File: src/design/dlts_pkg.sv
// Shared types and codes for the delta-list task scheduler.
// No dependencies; dlts_engine, delta_list_task_scheduler and the testbench import this package.
package dlts_pkg;

    localparam logic [2:0] ACT_TICK     = 3'd0;
    localparam logic [2:0] ACT_ADD_AUTO = 3'd1;
    localparam logic [2:0] ACT_ADD_ID   = 3'd2;
    localparam logic [2:0] ACT_DISPATCH = 3'd3;
    localparam logic [2:0] ACT_DELETE   = 3'd4;

    localparam logic [1:0] ST_OK        = 2'd0;
    localparam logic [1:0] ST_FULL      = 2'd1;
    localparam logic [1:0] ST_NOT_FOUND = 2'd2;
    localparam logic [1:0] ST_NONE_DUE  = 2'd3;

    localparam logic [7:0] RUNS_MAX = 8'hFF;

    typedef struct packed {
        logic [2:0]  action;
        logic [31:0] delay_ticks;
        logic [31:0] period_ticks;
        logic [15:0] task_ident;
        logic [15:0] job_tag;
    } item_t;

    typedef struct packed {
        logic [1:0]  status;
        logic        ran;
        logic [15:0] run_tag;
        logic [15:0] run_ident;
        logic [4:0]  slot;
    } result_t;

    typedef struct packed {
        logic [31:0] delta;
        logic [31:0] period;
        logic [7:0]  runs;
        logic [15:0] ident;
        logic [15:0] tag;
    } entry_t;

    localparam int ENTRY_W = $bits(entry_t);

    typedef struct packed {
        logic idle;
        logic done;
    } eng_stat_t;

endpackage

File: src/design/dlts_ram.sv
// Generic single-write, single-read RAM with registered read data.
// No dependencies.
module dlts_ram #(
    parameter int WIDTH = 8,
    parameter int DEPTH = 16
) (
    input  logic                     clk,
    input  logic                     we,
    input  logic [$clog2(DEPTH)-1:0] waddr,
    input  logic [WIDTH-1:0]         wdata,
    input  logic [$clog2(DEPTH)-1:0] raddr,
    output logic [WIDTH-1:0]         rdata
);
    logic [WIDTH-1:0] mem [DEPTH];

    always_ff @(posedge clk)
    begin
        if (we)
        begin
            mem[waddr] <= wdata;
        end
        rdata <= mem[raddr];
    end
endmodule

File: src/design/dlts_engine.sv
// Sequencer and datapath of the scheduler: scans, shifts and updates the table.
// Depends on dlts_pkg and dlts_ram.
module dlts_engine #(
    parameter int TABLE_DEPTH = 16
) (
    input  logic               clk,
    input  logic               rst_n,
    input  logic               start,
    input  dlts_pkg::item_t    item,
    input  logic               res_ready,
    output dlts_pkg::eng_stat_t stat,
    output dlts_pkg::result_t  res
);
    import dlts_pkg::*;

    localparam int AW = $clog2(TABLE_DEPTH);
    localparam int CW = $clog2(TABLE_DEPTH + 1);
    localparam logic [CW-1:0] DEPTH_C = CW'(TABLE_DEPTH);
    localparam logic [CW-1:0] ONE_C   = CW'(1);

    typedef enum logic [7:0] {
        S_IDLE     = 8'b0000_0001,
        S_HEAD_CHK = 8'b0000_0010,
        S_SCAN_RD  = 8'b0000_0100,
        S_SCAN_CHK = 8'b0000_1000,
        S_MOVE_RD  = 8'b0001_0000,
        S_MOVE_WR  = 8'b0010_0000,
        S_PUT      = 8'b0100_0000,
        S_FIN      = 8'b1000_0000
    } state_t;

    state_t        state_reg, state_next;
    logic [2:0]    op_reg, op_next;
    entry_t        ins_reg, ins_next;
    logic [31:0]   acc_reg, acc_next;
    logic [31:0]   rem_delta_reg, rem_delta_next;
    logic [31:0]   old_delta_reg, old_delta_next;
    logic [CW-1:0] ptr_reg, ptr_next;
    logic [CW-1:0] pos_reg, pos_next;
    logic [CW-1:0] count_reg, count_next;
    logic [15:0]   auto_reg, auto_next;
    logic          dir_up_reg, dir_up_next;
    logic          scan_del_reg, scan_del_next;
    logic          reins_reg, reins_next;
    result_t       res_reg, res_next;

    logic          we;
    logic [AW-1:0] waddr, raddr;
    entry_t        wdata, rdata;
    logic [ENTRY_W-1:0] rdata_raw;

    entry_t        e;
    logic [32:0]   sum33;
    logic [CW-1:0] src_ptr;
    logic          rm_start, rm_done, ins_start, shift_start;

    dlts_ram #(
        .WIDTH (ENTRY_W),
        .DEPTH (TABLE_DEPTH)
    ) u_table (
        .clk   (clk),
        .we    (we),
        .waddr (waddr),
        .wdata (wdata),
        .raddr (raddr),
        .rdata (rdata_raw)
    );

    assign rdata = entry_t'(rdata_raw);

    always_comb
    begin
        state_next     = state_reg;
        op_next        = op_reg;
        ins_next       = ins_reg;
        acc_next       = acc_reg;
        rem_delta_next = rem_delta_reg;
        old_delta_next = old_delta_reg;
        ptr_next       = ptr_reg;
        pos_next       = pos_reg;
        count_next     = count_reg;
        auto_next      = auto_reg;
        dir_up_next    = dir_up_reg;
        scan_del_next  = scan_del_reg;
        reins_next     = reins_reg;
        res_next       = res_reg;
        we             = 1'b0;
        waddr          = '0;
        wdata          = rdata;
        raddr          = '0;
        e              = rdata;
        sum33          = '0;
        src_ptr        = dir_up_reg ? (ptr_reg - ONE_C) : (ptr_reg + ONE_C);
        rm_start       = 1'b0;
        rm_done        = 1'b0;
        ins_start      = 1'b0;
        shift_start    = 1'b0;

        unique case (state_reg)
            S_IDLE:
            begin
                if (start)
                begin
                    op_next  = item.action;
                    res_next = '0;
                    ins_next = '{delta: item.delay_ticks, period: item.period_ticks,
                                 runs: 8'd0, ident: item.task_ident, tag: item.job_tag};
                    priority if (item.action == ACT_TICK || item.action == ACT_DISPATCH)
                    begin
                        if (count_reg == '0)
                        begin
                            if (item.action == ACT_DISPATCH)
                            begin
                                res_next.status = ST_NONE_DUE;
                            end
                            state_next = S_FIN;
                        end
                        else
                        begin
                            state_next = S_HEAD_CHK;
                        end
                    end
                    else if (item.action == ACT_ADD_AUTO || item.action == ACT_ADD_ID)
                    begin
                        if (item.action == ACT_ADD_AUTO)
                        begin
                            ins_next.ident = auto_reg;
                            auto_next      = auto_reg + 16'd1;
                        end
                        res_next.run_ident = ins_next.ident;
                        ins_start          = 1'b1;
                    end
                    else if (item.action == ACT_DELETE)
                    begin
                        ptr_next      = '0;
                        scan_del_next = 1'b1;
                        state_next    = S_SCAN_RD;
                    end
                    else
                    begin
                        state_next = S_FIN;
                    end
                end
            end

            S_HEAD_CHK:
            begin
                if (op_reg == ACT_TICK)
                begin
                    we    = 1'b1;
                    wdata = e;
                    if (e.delta != '0)
                    begin
                        wdata.delta = e.delta - 32'd1;
                    end
                    else if (e.runs != RUNS_MAX)
                    begin
                        wdata.runs = e.runs + 8'd1;
                    end
                    state_next = S_FIN;
                end
                else if (e.runs == '0)
                begin
                    res_next.status = ST_NONE_DUE;
                    state_next      = S_FIN;
                end
                else
                begin
                    res_next.ran       = 1'b1;
                    res_next.run_tag   = e.tag;
                    res_next.run_ident = e.ident;
                    ins_next = '{delta: e.period, period: e.period, runs: 8'd0,
                                 ident: e.ident, tag: e.tag};
                    reins_next     = (e.period != '0);
                    rem_delta_next = e.delta;
                    pos_next       = '0;
                    rm_start       = 1'b1;
                end
            end

            S_SCAN_RD:
            begin
                if (ptr_reg < count_reg)
                begin
                    raddr      = ptr_reg[AW-1:0];
                    state_next = S_SCAN_CHK;
                end
                else if (scan_del_reg)
                begin
                    res_next.status = ST_NOT_FOUND;
                    state_next      = S_FIN;
                end
                else
                begin
                    pos_next    = ptr_reg;
                    shift_start = 1'b1;
                end
            end

            S_SCAN_CHK:
            begin
                sum33 = {1'b0, acc_reg} + {1'b0, e.delta};
                if (scan_del_reg)
                begin
                    if (e.ident == ins_reg.ident)
                    begin
                        pos_next           = ptr_reg;
                        rem_delta_next     = e.delta;
                        res_next.run_ident = ins_reg.ident;
                        reins_next         = 1'b0;
                        rm_start           = 1'b1;
                    end
                    else
                    begin
                        ptr_next   = ptr_reg + ONE_C;
                        state_next = S_SCAN_RD;
                    end
                end
                else if ({1'b0, ins_reg.delta} < sum33)
                begin
                    pos_next       = ptr_reg;
                    old_delta_next = e.delta;
                    shift_start    = 1'b1;
                end
                else
                begin
                    acc_next   = sum33[31:0];
                    ptr_next   = ptr_reg + ONE_C;
                    state_next = S_SCAN_RD;
                end
            end

            S_MOVE_RD:
            begin
                raddr      = src_ptr[AW-1:0];
                state_next = S_MOVE_WR;
            end

            S_MOVE_WR:
            begin
                we    = 1'b1;
                waddr = ptr_reg[AW-1:0];
                wdata = e;
                if (dir_up_reg)
                begin
                    // The entry pushed up now follows the new task.
                    if (src_ptr == pos_reg)
                    begin
                        wdata.delta = old_delta_reg - (ins_reg.delta - acc_reg);
                    end
                    ptr_next = src_ptr;
                    if (src_ptr > pos_reg)
                    begin
                        state_next = S_MOVE_RD;
                    end
                    else
                    begin
                        state_next = S_PUT;
                    end
                end
                else
                begin
                    // The entry after the removed one takes over its delay.
                    if (ptr_reg == pos_reg)
                    begin
                        sum33 = {1'b0, e.delta} + {1'b0, rem_delta_reg};
                        wdata.delta = sum33[32] ? '1 : sum33[31:0];
                    end
                    ptr_next = src_ptr;
                    if ((src_ptr + ONE_C) < count_reg)
                    begin
                        state_next = S_MOVE_RD;
                    end
                    else
                    begin
                        rm_done = 1'b1;
                    end
                end
            end

            S_PUT:
            begin
                we          = 1'b1;
                waddr       = pos_reg[AW-1:0];
                wdata       = ins_reg;
                wdata.delta = ins_reg.delta - acc_reg;
                count_next  = count_reg + ONE_C;
                if (op_reg == ACT_ADD_AUTO || op_reg == ACT_ADD_ID)
                begin
                    res_next.slot = 5'(pos_reg);
                end
                state_next = S_FIN;
            end

            S_FIN:
            begin
                if (res_ready)
                begin
                    state_next = S_IDLE;
                end
            end

            default:
            begin
                state_next = S_IDLE;
            end
        endcase

        if (rm_start)
        begin
            ptr_next    = pos_next;
            dir_up_next = 1'b0;
            if ((pos_next + ONE_C) < count_reg)
            begin
                state_next = S_MOVE_RD;
            end
            else
            begin
                rm_done = 1'b1;
            end
        end

        if (rm_done)
        begin
            count_next = count_reg - ONE_C;
            if (reins_next)
            begin
                ins_start = 1'b1;
            end
            else
            begin
                state_next = S_FIN;
            end
        end

        if (ins_start)
        begin
            if (count_next >= DEPTH_C)
            begin
                res_next.status = ST_FULL;
                res_next.slot   = 5'(DEPTH_C);
                state_next      = S_FIN;
            end
            else
            begin
                ptr_next      = '0;
                acc_next      = '0;
                scan_del_next = 1'b0;
                state_next    = S_SCAN_RD;
            end
        end

        if (shift_start)
        begin
            ptr_next    = count_reg;
            dir_up_next = 1'b1;
            if (count_reg > pos_next)
            begin
                state_next = S_MOVE_RD;
            end
            else
            begin
                state_next = S_PUT;
            end
        end
    end

    always_ff @(posedge clk or negedge rst_n)
    begin
        if (!rst_n)
        begin
            state_reg <= S_IDLE;
            count_reg <= '0;
            auto_reg  <= '0;
        end
        else
        begin
            state_reg <= state_next;
            count_reg <= count_next;
            auto_reg  <= auto_next;
        end
    end

    always_ff @(posedge clk)
    begin
        op_reg        <= op_next;
        ins_reg       <= ins_next;
        acc_reg       <= acc_next;
        rem_delta_reg <= rem_delta_next;
        old_delta_reg <= old_delta_next;
        ptr_reg       <= ptr_next;
        pos_reg       <= pos_next;
        dir_up_reg    <= dir_up_next;
        scan_del_reg  <= scan_del_next;
        reins_reg     <= reins_next;
        res_reg       <= res_next;
    end

    assign stat.idle = (state_reg == S_IDLE);
    assign stat.done = (state_reg == S_FIN);
    assign res       = res_reg;

    a_count_bound: assert property (@(posedge clk) disable iff (!rst_n)
        count_reg <= DEPTH_C)
        else $error("entry count beyond table depth");

    a_no_idle_write: assert property (@(posedge clk) disable iff (!rst_n)
        state_reg == S_IDLE |-> !we)
        else $error("table written while idle");

    a_put_grows: assert property (@(posedge clk) disable iff (!rst_n)
        state_reg == S_PUT |=> count_reg == $past(count_reg) + ONE_C)
        else $error("insert did not grow the table");

    a_fin_holds: assert property (@(posedge clk) disable iff (!rst_n)
        state_reg == S_FIN && !res_ready |=> state_reg == S_FIN && $stable(res_reg))
        else $error("result lost before hand-off");
endmodule

File: src/design/delta_list_task_scheduler.sv
// Delta-list task scheduler. One item is taken at a time; the input stalls until its
// result is registered. A dispatch removes the head with a shift down, then rescans and
// reinserts the task if it is periodic. A stalled result beat keeps the input stalled.
// Reset clears the entry count and id counter; table contents are left as they are.
module delta_list_task_scheduler #(
    parameter int TABLE_DEPTH = 16
) (
    input  logic              clk,
    input  logic              rst_n,
    input  logic              item_valid,
    output logic              item_stall,
    input  dlts_pkg::item_t   item,
    output logic              result_valid,
    input  logic              result_stall,
    output dlts_pkg::result_t result
);
    import dlts_pkg::*;

    eng_stat_t stat;
    result_t   eng_res;
    logic      res_ready;
    logic      out_valid_reg, out_valid_next;
    result_t   out_reg, out_next;

    dlts_engine #(
        .TABLE_DEPTH (TABLE_DEPTH)
    ) u_engine (
        .clk       (clk),
        .rst_n     (rst_n),
        .start     (item_valid && !item_stall),
        .item      (item),
        .res_ready (res_ready),
        .stat      (stat),
        .res       (eng_res)
    );

    // The result register frees when empty or when its beat is taken.
    assign res_ready  = !out_valid_reg || !result_stall;
    assign item_stall = !stat.idle;

    always_comb
    begin
        out_valid_next = out_valid_reg;
        out_next       = out_reg;
        if (out_valid_reg && !result_stall)
        begin
            out_valid_next = 1'b0;
        end
        if (stat.done && res_ready)
        begin
            out_valid_next = 1'b1;
            out_next       = eng_res;
        end
    end

    always_ff @(posedge clk or negedge rst_n)
    begin
        if (!rst_n)
        begin
            out_valid_reg <= 1'b0;
        end
        else
        begin
            out_valid_reg <= out_valid_next;
        end
    end

    always_ff @(posedge clk)
    begin
        out_reg <= out_next;
    end

    assign result_valid = out_valid_reg;
    assign result       = out_reg;
endmodule

File: config.mk
export PLATFORM = sky130hd
export DESIGN_NAME = delta_list_task_scheduler
export DESIGN_NICKNAME = d
export VERILOG_FILES = /design/src/design/dlts_pkg.sv /design/src/design/dlts_ram.sv /design/src/design/dlts_engine.sv /design/src/design/delta_list_task_scheduler.sv
export SDC_FILE = /design/constraint.sdc
export NUM_CORES = 2
export LEC_CHECK = 0
export BUFFER_PORTS_ARGS = -buffer_cell sky130_fd_sc_hd__buf_2
export CAP_MARGIN = 20
export CORE_MARGIN = 10
export CORE_UTILIZATION = 55
export DETAILED_ROUTE_END_ITERATION = 8
export PLACE_DENSITY = 0.73
export SYNTH_ARGS = -nofsm -noshare
export SYNTH_HDL_FRONTEND = slang
export SYNTH_SLANG_ARGS = --single-unit
export TNS_END_PERCENT = 5
File: constraint.sdc
create_clock -name clk -period 15.4 [get_ports clk]
set_clock_uncertainty 0.15 [all_clocks]
set_input_delay 1.54 -clock clk [delete_from_list [all_inputs] [get_ports clk]]
set_output_delay 1.54 -clock clk [all_outputs]
set_load 0.01 [all_outputs]
# Yosys cells after proc, flatten, opt, wreduce, memory -nomap -nowiden
# Memory sizes are Yosys's and may differ from the RTL's. A register that Yosys moved wholly into a read port is not among the register bits.
# Index checks and enable logic that the tools add are counted.
[totals] regBits=326 ram_bits=1664 inputBits=103 out_inout_bits=42 elab_cells=239 memories=1
[memory_table] memory="u_engine.u_table.mem" depth=16 width=104 read_ports=1 rd_ports_with_merged_regs=1 wr=1 line="dlts_ram.sv:14" rtl="logic [WIDTH-1:0] mem [DEPTH];"
[classes] n_addsub=13 magnitude_cmp=7 n_eq_ne=23 n_mux=138 bitwise=2 reduce_logical=27
[op_table] op="$mux 32" count=14
[op_table] op="$mux 104" count=4
[op_table] op="$pmux 104 s3" count=1
[op_table] op="$pmux 104 s2" count=1
[op_table] op="$mux 8" count=24
[op_table] op="$mux 5" count=24
[op_table] op="$mux 16" count=7
[op_table] op="$add 32x32->33" count=2
[op_table] op="$pmux 32 s2" count=1
[op_table] op="$pmux 8 s8" count=1
[op_table] op="$reduce_bool 32->1" count=2
[op_table] op="$sub 32x32->32" count=2
[op_table] op="$pmux 16 s3" count=1
[op_table] op="$mux 40" count=1
[op_table] op="$mux 1" count=35
[op_table] op="$mux 35" count=1
[op_table] op="$pmux 17 s2" count=1
[op_table] op="$lt 32x33->1" count=1
[op_table] op="$mux 33" count=1
[op_table] op="$sub 32x1->32 const B" count=1
[op_table] op="$pmux 5 s3" count=2
[op_table] op="$add 5x1->5 const B" count=4
[op_table] op="$add 16x1->16 const B" count=1
[op_table] op="$eq 16x16->1" count=1
[op_table] op="42 further kinds" count=77

# Longest topological paths before layout
[depth] word_depth=14 ltp_mapped=37 depth_no_buf=35

# Hierarchy
# Synthesis repeated with hierarchy kept, for this count alone.
[hier_totals] cells_unflattened=5436 area_unflattened_um2=88072.0
[by_module_without_submodules] mod="dlts_ram" n_inst=1 cells_per_inst=2662 area_per_inst_um2=64257.9 seq_area_each_um2=52049.9
[by_module_without_submodules] mod="dlts_engine" n_inst=1 cells_per_inst=2728 area_per_inst_um2=22555.4 seq_area_each_um2=7653.6
[by_module_without_submodules] mod="delta_list_task_scheduler" n_inst=1 cells_per_inst=46 area_per_inst_um2=1258.7 seq_area_each_um2=1226.2

# Least setup slack after synthesis
# OpenSTA, ideal clock, no wires.
[synth_path] path_kind="flip-flop to flip-flop" startpoint="reg u_engine.u_table.rdata[72] (read register of u_engine.u_table.mem)" endpoint="reg u_engine.ptr_reg[3]" setup_time_ns=0.087 t_arrival_ns=7.493 t_required_ns=15.163 slack_ns=7.670 path_stages_with_launch=38 n_path_buf=2 synth_period_minus_slack_ns=7.730 cell_sequence="dfxtp_1 > ha_1 > fa_1 > a21o_1 > a221oi_1 > nand3b_1 > o211ai_1 > a21oi_1 > o311ai_0 > a21o_1 > a31oi_1 > xor2_1 > ha_1 > a21oi_1 > nor2b_1 > o21ai_0 > a21oi_1 > o21a_1 > (+2 left out) > clkbuf_1 > mux2_2 > o21ai_0 > nand2_1 > ha_1 > ha_1 > nor2b_1 > o21a_1 > o21a_1 > o21ai_0 > a21oi_1 > a21oi_1 > o41ai_2 > xnor2_1 > nand2b_1 > clkbuf_1 > o21ai_1 > o31ai_1"
[synth_via] elab_chain_len=14 elab_cells_between_ends=22 classes_between="add/sub: 2; order compare: 3; mux: 17"
[synth_rtl] element="from (decl)" line="dlts_ram.sv:12" rtl="output logic [WIDTH-1:0] rdata"
[synth_rtl] element="$add 32x32->33" line="dlts_engine.sv:202" rtl="sum33 = {1'b0, acc_reg} + {1'b0, e.delta};"
[synth_rtl] element="$lt 32x33->1" line="dlts_engine.sv:219" rtl="else if ({1'b0, ins_reg.delta} < sum33)"
[synth_rtl] element="$mux 5" line="dlts_engine.sv:219"
[synth_rtl] element="$mux 5" line="dlts_engine.sv:203" rtl="if (scan_del_reg)"
[synth_rtl] element="$pmux 5 s3" line="dlts_engine.sv:99" rtl="unique case (state_reg)"
[synth_rtl] element="via u_engine.pos_next[0]" line="dlts_engine.sv:39" rtl="logic [CW-1:0] pos_reg, pos_next;"
[synth_rtl] element="$add 5x1->5" line="dlts_engine.sv:313" rtl="if ((pos_next + ONE_C) < count_reg)"
[synth_rtl] element="$lt 5x5->1" line="dlts_engine.sv:313"
[synth_rtl] element="$mux 1" line="dlts_engine.sv:313"
[synth_rtl] element="$mux 1" line="dlts_engine.sv:309" rtl="if (rm_start)"
[synth_rtl] element="$mux 5" line="dlts_engine.sv:323" rtl="if (rm_done)"
[synth_rtl] element="via u_engine.count_next[4]" line="dlts_engine.sv:40" rtl="logic [CW-1:0] count_reg, count_next;"
[synth_rtl] element="$ge 5x5->1" line="dlts_engine.sv:338" rtl="if (count_next >= DEPTH_C)"
[synth_rtl] element="$mux 5" line="dlts_engine.sv:338"
[synth_rtl] element="$mux 5" line="dlts_engine.sv:336" rtl="if (ins_start)"
[synth_rtl] element="$mux 5" line="dlts_engine.sv:353" rtl="if (shift_start)"
[synth_rtl] element="via u_engine.ptr_next[3]" line="dlts_engine.sv:38" rtl="logic [CW-1:0] ptr_reg, ptr_next;"
[synth_rtl] element="to (signal assigned)" line="dlts_engine.sv:391" rtl="ptr_reg <= ptr_next;"
[synth_rtl] element="to (decl)" line="dlts_engine.sv:38"
# The timed path passes the listed nets, and every way through them passes these cells.
# A chain may end at the register's enable or synchronous reset.

# Worst setup path in the final report
# Same ends and word-level chain as after synthesis.

==> key figures <==
Run status
  – Status: completed

Logic synthesis
  – Synth Warn #: 0
  – Yosys top cell by area: edfxtp_1
  – Asr flop ratio synth: 0.0144
  – Synth cell types: 89
  – Syn Nets: ~5800
  – Syn Inst Count: about 5500
  – Share of the yosys chip area belonging to registers: 0.693
  – Synth top area cells: edfxtp_1 65%, mux4_2 11%, dfxtp_1 3.6%
  – Area of the mapped netlist: 0.0879 mm2
  – Yosys top cell area share: 0.649
  – Synth Flop Type: edfxtp_1
  – Syn_area_per_cell: between 15 and 20 um2
  – EDFF count, synth: 1900
  – Yosys reg bits: 2086

Setup path
  – RR Startpoint: u_engine.u_table.rdata[72]
  – R2R Path End: u_engine.ptr_reg[3]
  – Slowest Stage Delay on Critical Path: 0.62 ns
  – Cell mode on critical path: a21oi_1
  – Critical path class: reg2reg
  – Critical path data arrival time: 10.20 ns
  – Crit path max fanout: 12
  – Cell count of the worst reg-to-reg path: 34
  – Worst path slowest cell: a311oi_1
  – Buf+Inv Stages, Crit Path: 1
  – Crit path required time: 15.99 ns
  – CP Capture Type: register
  – Critical Path Start Type: register
  – Reg-to-reg slack, setup: 5.79 ns
  – Delay-heaviest family, CP: compound AO/OA/AOI/OAI gates

Floorplan
  – Ports: 145
  – Die width: 420 um
  – Die Height: 420 um
  – Die ar.: 0.176 mm2
  – Initial Util: 0.554
  – Site Rows: 146
  – Core Box Area: around 0.16 mm2

Cells and area
  – Fin area: between 0.09 and 0.1 mm2
  – Share of layout cells above drive strength 1: 0.184
  – Core Util, Final: 0.620
  – Fin cells: approximately 7900
  – P&R area growth vs syn: 11.9%
  – Final nets: approximately 6000
  – Max reg flops: 1664

STA
  – Max_slew headroom: 0.210
  – Tcrit/Tclk final: 0.624
  – Tmin final: 9.61 ns
  – WHS: 0.263 ns
  – Worst-Margin Slew: 1.19 ns
  – Hold Fails Final Rpt: 0
  – Pins Over Slew Limit: 0
  – Highest clock rate: 104 MHz
  – Setup_tns: 0 ns
  – RSZ-0062 raised after global routing: no
  – Setup violation total in the final timing report: 0

GRT
  – Largest net degree at the start of global routing: 125
  – Total grt overflow: 0
  – Overall Global Routing Usage: 0.265
  – Vias in the first global route: 51700
  – First-pass GRT wire length: 346000 um
  – Initial antenna violation count: 9

Route
  – Drt wl/cell: 29.7 um
  – Vias per inst: 6.52
  – Iter 0 DRT Violations: 6706
  – DR vias: approximately 52000
  – Drt drc: 0
  – Pre-antenna DRT Iters: 6
  – Antenna violation net count after detailed routing: 0
  – Final Routed Wirelength: between 200000 and 250000 um

Clock tree
  – Post-CTS Setup Bufs: 0
  – Hold buffers post-CTS: 0
  – Worst-path clk slew: around 0.06 ns
  – CTS tree: done
  – Clock Path Buffers: 3
  – Worst-Skew Late Latency: between 0.8 and 0.9 ns
  – CTS sink count: 2086
  – Cts repair resizes: 0
  – H-tree depth: 4
  – CTS buffer count: 201
  – CTS Root Cell: clkbuf_16

Power
  – Internal: a little over 10000 uW
  – PwrDens: ~140 mW/mm2
  – Worst VDD drop: around 0.13 mV
  – P_leak: around 0.034 uW
  – Switch share: 0.276
  – Clock share of power: 0.364
  – Switching pwr: 3880 uW
  – Comb pwr share: 0.162
  – Seq pwr share: 0.474

Place
  – Cell total after placement: 7532
  – Port Buffers: 144
  – Cell Area, Placed: 0.0914 mm2
  – HPWL Detailed: 138000 um
  – GPL Wtd Cong: around 0.95

Min path
  – Hold Crit Class: reg2reg
  – Hold_sp: u_engine.res[19]
  – WHS Endpoint: result[19]
  – Hold Crit Depth: 0

Run
  – # Max-Cap Violations: 0
[synth_stat cells, drive strengths merged (106+ instances only)]
master  number
dfxtp      156
a22oi      229
o21ai      195
nand2      665
clkbuf     170
a21oi      229
inv        106
nor2       213
mux4       416
ha         192
xnor2      112
edfxtp    1900
[metal layers]
metal / up-vias / global-route usage / part of all wire
met4: 2 / 0.0879 / 0.034
met5: - / 0 / 0.00021
met2: 2771 / 0.441 / 0.50
met1: 26400 / 0.358 / 0.38
li1: 22000 / - / -
met3: 471 / 0.0423 / 0.083
[metrics by stage]
step                      total power, uW  setup WS (ns)
final                               14100           5.79
after detailed placement             8990           5.93
after floorplan                      8240           7.67
after global routing                14600           5.11
after CTS                           14100           5.88
after global placement               8960           6.02
[logic make-up after synthesis]
group,count (synthesis),share of synthesized area
xor gates and xnor gates,163,0.0162
DFF,2086,0.693
adders and majority gates,196,0.0282
buffers and inverters,366,0.0178
AOI/OAI and AO/OA,985,0.0735
and+or+nand+nor,1213,0.0614
muxes,445,0.110
[power groups by stage]
stage / Combinational, uW / Sequential (uW) / Clock, uW
3_5_place_dp: 2210 / 6780 / 0
2_1_floorplan: 1560 / 6680 / 0
4_1_cts: 2230 / 6660 / 5180
3_3_place_gp: 2190 / 6780 / 0
5_1_grt: 2480 / 6680 / 5410
6_report: 2280 / 6660 / 5130
[cells in the final DEF, fill, tap and decap left out, types with 26 or more instances in the layout]
cell and count:
a21o_1 49, a21oi_1 226, a22oi_1 228, a31oi_1 36, and2_1 30, and3_1 30, buf_2 145, buf_4 121
clkbuf_1 46, clkbuf_16 201, clkbuf_8 31, clkinv_2 34, dfrtp_1 29, dfxtp_1 155, edfxtp_1 1900, ha_1 192
inv_1 105, mux4_2 416, nand2_1 663, nand2b_1 28, nand3_1 57, nand4_1 35, nor2_1 195, nor3_1 34
o211ai_1 26, o21ai_0 177, xnor2_1 112, xor2_1 51
[worst max-delay path by stage]
stage	from	to	slack, ns	cells after the start
floorplan	u_engine.u_table.rdata[72]	u_engine.ptr_reg[3]	7.67	37
global placement	u_engine.u_table.rdata[72]	u_engine.ptr_reg[3]	6.02	34
detailed placement	u_engine.u_table.rdata[72]	u_engine.ptr_reg[3]	5.93	34
CTS	u_engine.u_table.rdata[72]	u_engine.ptr_reg[3]	5.88	34
global route	u_engine.u_table.rdata[72]	u_engine.ptr_reg[3]	5.11	35
finish	u_engine.u_table.rdata[72]	u_engine.ptr_reg[3]	5.79	34
[worst reg2reg max path, delay by kind of cell (launching register included)]
family | cells | cell delay [ns]
AOI/OAI and AO/OA | 20 | 5.04
adders and majority gates | 5 | 1.59
and+or+nand+nor | 6 | 1.58
xor gates and xnor gates | 2 | 0.63
DFF | 1 | 0.40
buffers and inverters | 1 | 0.15
[layout make-up]
| cell class | count | area (um2) |
|---|---|---|
| clock inverter | 106 | 1360 |
| sequential | 2086 | 60900 |
| tap | 2072 | 2590 |
| fill | 11100 | 60300 |
| inverter | 106 | 398 |
| antenna | 3 | 7.51 |
| timing repair buffer | 272 | 1750 |
| multi-input combinational | 3002 | 25700 |
| clock buffer | 278 | 5630 |
Note: power is estimated with default switching activity, not from simulation.
